===== src/sv/shc_pkg.sv =====
package shc_pkg;

   localparam int DETAIL_BYTES_DEF   = 32;
   localparam int MAX_SEED_BYTES_DEF = 32;

   localparam int STATUS_W = 3;
   localparam int SEED_W   = 6;
   localparam int CSR_IDX_W = 2;

   // verdict codes
   localparam logic [STATUS_W-1:0] ST_OK     = 3'd0;
   localparam logic [STATUS_W-1:0] ST_EMPTY  = 3'd1;
   localparam logic [STATUS_W-1:0] ST_SEQ    = 3'd2;
   localparam logic [STATUS_W-1:0] ST_DIGEST = 3'd3;
   localparam logic [STATUS_W-1:0] ST_HEAD   = 3'd4;
   localparam logic [STATUS_W-1:0] ST_BUSY   = 3'd5;

   // operations
   localparam logic [1:0] OP_BEGIN  = 2'd0;
   localparam logic [1:0] OP_RECORD = 2'd1;
   localparam logic [1:0] OP_FINISH = 2'd2;

   // register indexes
   localparam logic [CSR_IDX_W-1:0] CSR_SEED_BYTES    = 2'd0;
   localparam logic [CSR_IDX_W-1:0] CSR_CHECK_DIGESTS = 2'd1;
   localparam logic [CSR_IDX_W-1:0] CSR_CHECK_HEAD    = 2'd2;

   localparam int LABEL_LEN = 20;
   localparam logic [7:0] LABEL [LABEL_LEN] = '{
      8'h6F, 8'h72, 8'h74, 8'h68, 8'h72, 8'h75, 8'h73, 8'h2F, 8'h65, 8'h76,
      8'h69, 8'h64, 8'h65, 8'h6E, 8'h63, 8'h65, 8'h2F, 8'h76, 8'h31, 8'h00
   };

   localparam logic [31:0] KROUND [64] = '{
      32'h428a2f98, 32'h71374491, 32'hb5c0fbcf, 32'he9b5dba5,
      32'h3956c25b, 32'h59f111f1, 32'h923f82a4, 32'hab1c5ed5,
      32'hd807aa98, 32'h12835b01, 32'h243185be, 32'h550c7dc3,
      32'h72be5d74, 32'h80deb1fe, 32'h9bdc06a7, 32'hc19bf174,
      32'he49b69c1, 32'hefbe4786, 32'h0fc19dc6, 32'h240ca1cc,
      32'h2de92c6f, 32'h4a7484aa, 32'h5cb0a9dc, 32'h76f988da,
      32'h983e5152, 32'ha831c66d, 32'hb00327c8, 32'hbf597fc7,
      32'hc6e00bf3, 32'hd5a79147, 32'h06ca6351, 32'h14292967,
      32'h27b70a85, 32'h2e1b2138, 32'h4d2c6dfc, 32'h53380d13,
      32'h650a7354, 32'h766a0abb, 32'h81c2c92e, 32'h92722c85,
      32'ha2bfe8a1, 32'ha81a664b, 32'hc24b8b70, 32'hc76c51a3,
      32'hd192e819, 32'hd6990624, 32'hf40e3585, 32'h106aa070,
      32'h19a4c116, 32'h1e376c08, 32'h2748774c, 32'h34b0bcb5,
      32'h391c0cb3, 32'h4ed8aa4a, 32'h5b9cca4f, 32'h682e6ff3,
      32'h748f82ee, 32'h78a5636f, 32'h84c87814, 32'h8cc70208,
      32'h90befffa, 32'ha4506ceb, 32'hbef9a3f7, 32'hc67178f2
   };

   localparam logic [31:0] HINIT [8] = '{
      32'h6a09e667, 32'hbb67ae85, 32'h3c6ef372, 32'ha54ff53a,
      32'h510e527f, 32'h9b05688c, 32'h1f83d9ab, 32'h5be0cd19
   };

   typedef struct packed {
      logic capture;
      logic load_msg;
      logic load_blk;
      logic do_round;
      logic add_state;
      logic commit;
   } cmd_type;

   typedef struct packed {
      logic need_hash;
      logic last_round;
      logic more_blk;
   } stat_type;

   function automatic logic [31:0] big_sigma0(input logic [31:0] x);
      return {x[1:0], x[31:2]} ^ {x[12:0], x[31:13]} ^ {x[21:0], x[31:22]};
   endfunction

   function automatic logic [31:0] big_sigma1(input logic [31:0] x);
      return {x[5:0], x[31:6]} ^ {x[10:0], x[31:11]} ^ {x[24:0], x[31:25]};
   endfunction

   function automatic logic [31:0] small_sigma0(input logic [31:0] x);
      return {x[6:0], x[31:7]} ^ {x[17:0], x[31:18]} ^ {3'b000, x[31:3]};
   endfunction

   function automatic logic [31:0] small_sigma1(input logic [31:0] x);
      return {x[16:0], x[31:17]} ^ {x[18:0], x[31:19]} ^ {10'b0, x[31:10]};
   endfunction

endpackage


===== src/sv/shc_ctrl.sv =====
module shc_ctrl (
   input  logic              clock,
   input  logic              reset,
   input  logic              req_valid,
   output logic              req_ready,
   output logic              rsp_valid,
   input  logic              rsp_ready,
   input  shc_pkg::stat_type stat,
   output shc_pkg::cmd_type  cmd
);

   localparam logic [2:0] S_IDLE   = 3'd0;
   localparam logic [2:0] S_DECIDE = 3'd1;
   localparam logic [2:0] S_LOAD   = 3'd2;
   localparam logic [2:0] S_BLK    = 3'd3;
   localparam logic [2:0] S_ROUND  = 3'd4;
   localparam logic [2:0] S_ADD    = 3'd5;
   localparam logic [2:0] S_COMMIT = 3'd6;
   localparam logic [2:0] S_RESP   = 3'd7;

   logic [2:0] state_ff, state_in;

   always_comb begin
      state_in = state_ff;
      cmd      = '0;
      case (state_ff)
         S_IDLE: begin
            if (req_valid) begin
               cmd.capture = 1'b1;
               state_in    = S_DECIDE;
            end
         end
         S_DECIDE: begin
            state_in = stat.need_hash ? S_LOAD : S_COMMIT;
         end
         S_LOAD: begin
            cmd.load_msg = 1'b1;
            state_in     = S_BLK;
         end
         S_BLK: begin
            cmd.load_blk = 1'b1;
            state_in     = S_ROUND;
         end
         S_ROUND: begin
            cmd.do_round = 1'b1;
            if (stat.last_round) state_in = S_ADD;
         end
         S_ADD: begin
            cmd.add_state = 1'b1;
            state_in      = stat.more_blk ? S_BLK : S_COMMIT;
         end
         S_COMMIT: begin
            cmd.commit = 1'b1;
            state_in   = S_RESP;
         end
         S_RESP: begin
            if (rsp_ready) state_in = S_IDLE;
         end
         default: state_in = S_IDLE;
      endcase
   end

   assign req_ready = (state_ff == S_IDLE);
   assign rsp_valid = (state_ff == S_RESP);

   always_ff @(posedge clock) begin
      if (reset) state_ff <= S_IDLE;
      else       state_ff <= state_in;
   end

endmodule


===== config.mk =====
export PLATFORM = sky130hd
export DESIGN_NAME = shc_ctrl
export DESIGN_NICKNAME = d
export VERILOG_FILES = /design/src/sv/shc_pkg.sv /design/src/sv/shc_ctrl.sv
export SDC_FILE = /design/constraint.sdc
export NUM_CORES = 1
export LEC_CHECK = 0
export BUFFER_PORTS_ARGS = -buffer_cell sky130_fd_sc_hd__buf_4
export CORE_AREA = 8 8 45 47
export CTS_BUF_LIST = sky130_fd_sc_hd__clkbuf_8
export DETAILED_ROUTE_END_ITERATION = 10
export DIE_AREA = 0 0 53 55
export PLACE_DENSITY = 0.51
export REMOVE_ABC_BUFFERS = 1
export SLEW_MARGIN = 20
export SYNTH_ARGS = -nofsm -noshare
export SYNTH_HDL_FRONTEND = slang
export SYNTH_SLANG_ARGS = --single-unit

===== constraint.sdc =====
create_clock -name clock -period 1.6 [get_ports clock]
set_input_delay 0 -clock clock [delete_from_list [all_inputs] [get_ports clock]]
set_output_delay 0 -clock clock [all_outputs]
set_load 0.005 [all_outputs]

Word level (Yosys, flattened, before mapping)
Cells that the tools add are included.
{"block": "op_classes", "eq_ne": 10, "n_mux": 13, "n_reduce_logical": 2}
{"op": "$pmux W3 S8", "count": 1}
{"op": "$mux W3", "count": 5}
{"op": "$eq A3 B3 Y1 const B", "count": 4}
{"op": "$mux W1", "count": 7}
{"op": "$eq A3 B2 Y1 const B", "count": 2}
{"op": "$ne A2 B2 Y1 const B", "count": 2}
{"op": "$eq A3 B1 Y1 const B", "count": 1}
{"op": "$logic_not A3 Y1", "count": 1}
{"op": "$reduce_and A3 Y1", "count": 1}
{"op": "$ne A2 B1 Y1 const B", "count": 1}
{"block": "totals", "reg_bits": 3, "input_bits": 7, "out_inout_bits": 8}

Logic depth before layout (Yosys ltp)
{"block": "depth", "ltp_word": 3, "depth_mapped": 4}

Least setup slack after synthesis
OpenSTA, ideal clock, no wires.
{"block": "synth_path", "kind": "register to register", "startpoint": "reg state_ff[2]", "endpoint": "reg state_ff[2]", "arrival_time_ns": 0.938, "required_time_ns": 1.512, "setup_slack_ns": 0.573, "path_stages_with_launch": 5, "n_path_buf": 1, "period_less_slack_ns": 1.027, "path_cell_list": "dfxtp_1 -> buf_6 -> mux2i_2 -> a22oi_2 -> a311oi_2"}
{"block": "synth_via", "elab_chain_cells": 3, "word_cells_on_any_way": 13, "cone_classes": "eq/ne: 10; mux: 1; reduce/logical: 2"}
{"item": "from (decl)", "line_no": "shc_ctrl.sv:21", "source": "logic [2:0] state_ff, state_in;"}
{"item": "from (signal assigned)", "line_no": "shc_ctrl.sv:68", "source": "else state_ff <= state_in;"}
{"item": "$eq A3 B3 Y1 / $logic_not A3 Y1 (equally long branches)", "line_no": "shc_ctrl.sv:26", "source": "case (state_ff)"}
{"item": "$ne A2 B2 Y1 (no line) / $ne A2 B1 Y1 (equally long branches)"}
{"item": "$reduce_and A3 Y1 (no line)"}
Several ways; a longest one is shown, not always the timed one.
A chain may end at the register's enable or synchronous reset.

Final worst setup path
Same ends and word-level chain as after synthesis.

==> results by group <==
Floorplan
  – Area of the die: 0.00292 mm²
  – I/O pin cnt: 15
  – Die Y: 55 µm
  – Rows: 14
  – Starting density of the core: 0.179
  – Core area: 0.00138 mm²
  – Die W: 53 µm

Detailed routing
  – Routed len/inst: 10.2 µm
  – Initial DRC Count: 2
  – ANT nets after route: 0
  – Post-route DRC: 0
  – Final wirelength: 632 µm
  – Routed vias: 249
  – First-pass detailed-route iteration total: 2
  – Vias/cell: 4.02

Synthesis
  – Seq/Total Area, Yosys: 0.242
  – Post-synth EDFFs: 0
  – Unique cell type count in the Yosys netlist: 21
  – Post-synthesis register bit count: 3
  – Synth Instances: 30
  – YS warnings: 0
  – Average size of a mapped cell: 8.26 µm²
  – Post-Syn Area: 248 µm²
  – Asr flop ratio synth: 0
  – Top_reg_cell synth: dfxtp_1

Timing
  – Min Tclk post-route: 1220 ps
  – Unrepaired setup endpoints after global routing: no
  – Final Hold Viols: 0
  – Final period utilization: 0.765
  – Max Clock Freq: 817 MHz
  – Max-slew violations: 0
  – # setup viols final: 0
  – Clock Skew: 3.91 ps
  – Worst slew pin tran: 382 ps
  – Slew HR: 0.745
  – TNS Setup: 0 ps

Clock tree
  – Clk_lat worst skew: 210 ps
  – H-tree lvl count: 1
  – Clock Tree Buf Depth: 2
  – CTS tree: built
  – # Post-CTS Setup Buffers: 0
  – Reg clk slew, reported paths: 30 ps
  – Sink Count: 3
  – CTS Buf Count: 3
  – Root buffer cell: clkbuf_8

Critical path
  – Crit end category: flop
  – Worst path required time: 1720 ps
  – Worst-path maximum fanout: 11
  – Critical Path Source Type: flop
  – Crit Path Class: flop to flop
  – WP data arrival: 1350 ps

Cells and area
  – Finished Core Util: 0.294
  – N_diodes: 0
  – Max reg flops: 3
  – Share of cells above drive strength 1: 0.457
  – Commonest non-fill, non-tap cell in the layout: buf_4
  – Final non-filler cell total: 62
  – Largest Register: state_ff
  – Commonest non-fill, non-tap cells in the layout: 14 x buf_4, 3 x nand2_1, 3 x nor2_1, 3 x clkbuf_8, 3 x dfxtp_1
  – Biggest regs: state_ff (3)
  – Area Overhead vs Synth: 64.1%
  – Nets: 54

GRT
  – Overflow left after global routing: 0
  – GRT Total Usage: 0.0514
  – Largest net degree at the start of global routing: 12
  – Initial antenna violation count: 0
  – Vias in the first global route: 260
  – First-pass GRT wire length: 1100 µm

Placement
  – Port buffer count: 14
  – Final Wtd Congestion: 0.733
  – DP Wirelength: 488 µm
  – DP Cell Count: 57

Hold path
  – Path type of the worst min-delay path: primary input to flop

Outcome
  – Status: completed

Power
  – Leak Pwr: 0.000189 µW
  – PwrDens: 1530 mW/mm²
  – Worst VDD drop: 0.412 mV

Flow run
  – Max_cap viols: 0
[cell usage after synthesis (2+ instances only)]
master,count,area (µm²)
nand2_1,3,11.3
dfxtp_1,3,60.1
and2_1,2,12.5
buf_2,2,10.0
nand3b_1,2,15.0
nor2_1,3,11.3
[cell families (layout without fill, tap and decap cells)]
family	Yosys count	after routing	share of synthesized area
simple gates	15	15	0.359
compound gates	6	6	0.207
buf+inv	4	20	0.101
flops	3	3	0.242
xor+xnor	1	1	0.0354
mux	1	1	0.0555
[repair_timing]
action | 4_1_cts | 5_1_grt
setup endpoints to repair | 0 | 0
hold endpoints to repair | 1 | 0
hold buffers | 1 | 0
gates resized for setup | 0 | 0
[layer usage]
metal | up-vias | global-route usage | share of wire
met3 | 0 | 0.0241 | 0.066
met2 | 13 | 0.0664 | 0.41
met5 | - | 0 | 0
met1 | 100 | 0.0638 | 0.52
met4 | 0 | 0.0388 | 0
li1 | 136 | - | -
[metrics by stage]
step | hold WS [ps] | area, µm² | setup WS, ps | total power (µW)
3_5_place_dp | 174 | 352 | 381 | 422
2_1_floorplan | 67.9 | 226 | 504 | 302
6_report | 97.6 | 407 | 376 | 622
5_1_grt | 106 | 407 | 282 | 678
4_1_cts | 98.6 | 407 | 375 | 637
3_3_place_gp | 178 | 352 | 428 | 423
[critical path, stage by stage, from the launching register on]
cell      delay [ps]
dfxtp_1          540
mux2i_2          300
a22oi_2          110
a311oi_2         200
[final timing paths]
check / from / endpoint / slack, ps / depth (start not counted)
max reg2reg: state_ff[2]$_SDFFE_PP0P_ / state_ff[2]$_SDFFE_PP0P_ / 380 / 3
min reg2reg: state_ff[0]$_SDFFE_PP0P_ / state_ff[0]$_SDFFE_PP0P_ / 610 / 1
max: state_ff[2]$_SDFFE_PP0P_ / state_ff[2]$_SDFFE_PP0P_ / 380 / 3
min: stat[0] / state_ff[0]$_SDFFE_PP0P_ / 100 / 3
[power by group]
part | leakage, µW | total [µW] | internal, µW | switching (µW)
registers | 0.0000249 | 172 | 101 | 71.2
logic | 0.000138 | 242 | 150 | 92.7
clock network | 0.0000269 | 207 | 163 | 44.4
[cell type report]
| type | instances | area [µm²] |
|---|---|---|
| Clock buffer | 3 | 41.3 |
| Clock inverter | 1 | 3.75 |
| Fill cell | 158 | 977 |
| Inverter | 1 | 3.75 |
| Multi-Input combinational cell | 23 | 163 |
| Sequential cell | 3 | 60.1 |
| Tap cell | 16 | 20.0 |
| Timing Repair Buffer | 15 | 115 |
Note: power is estimated with default switching activity, not from simulation.
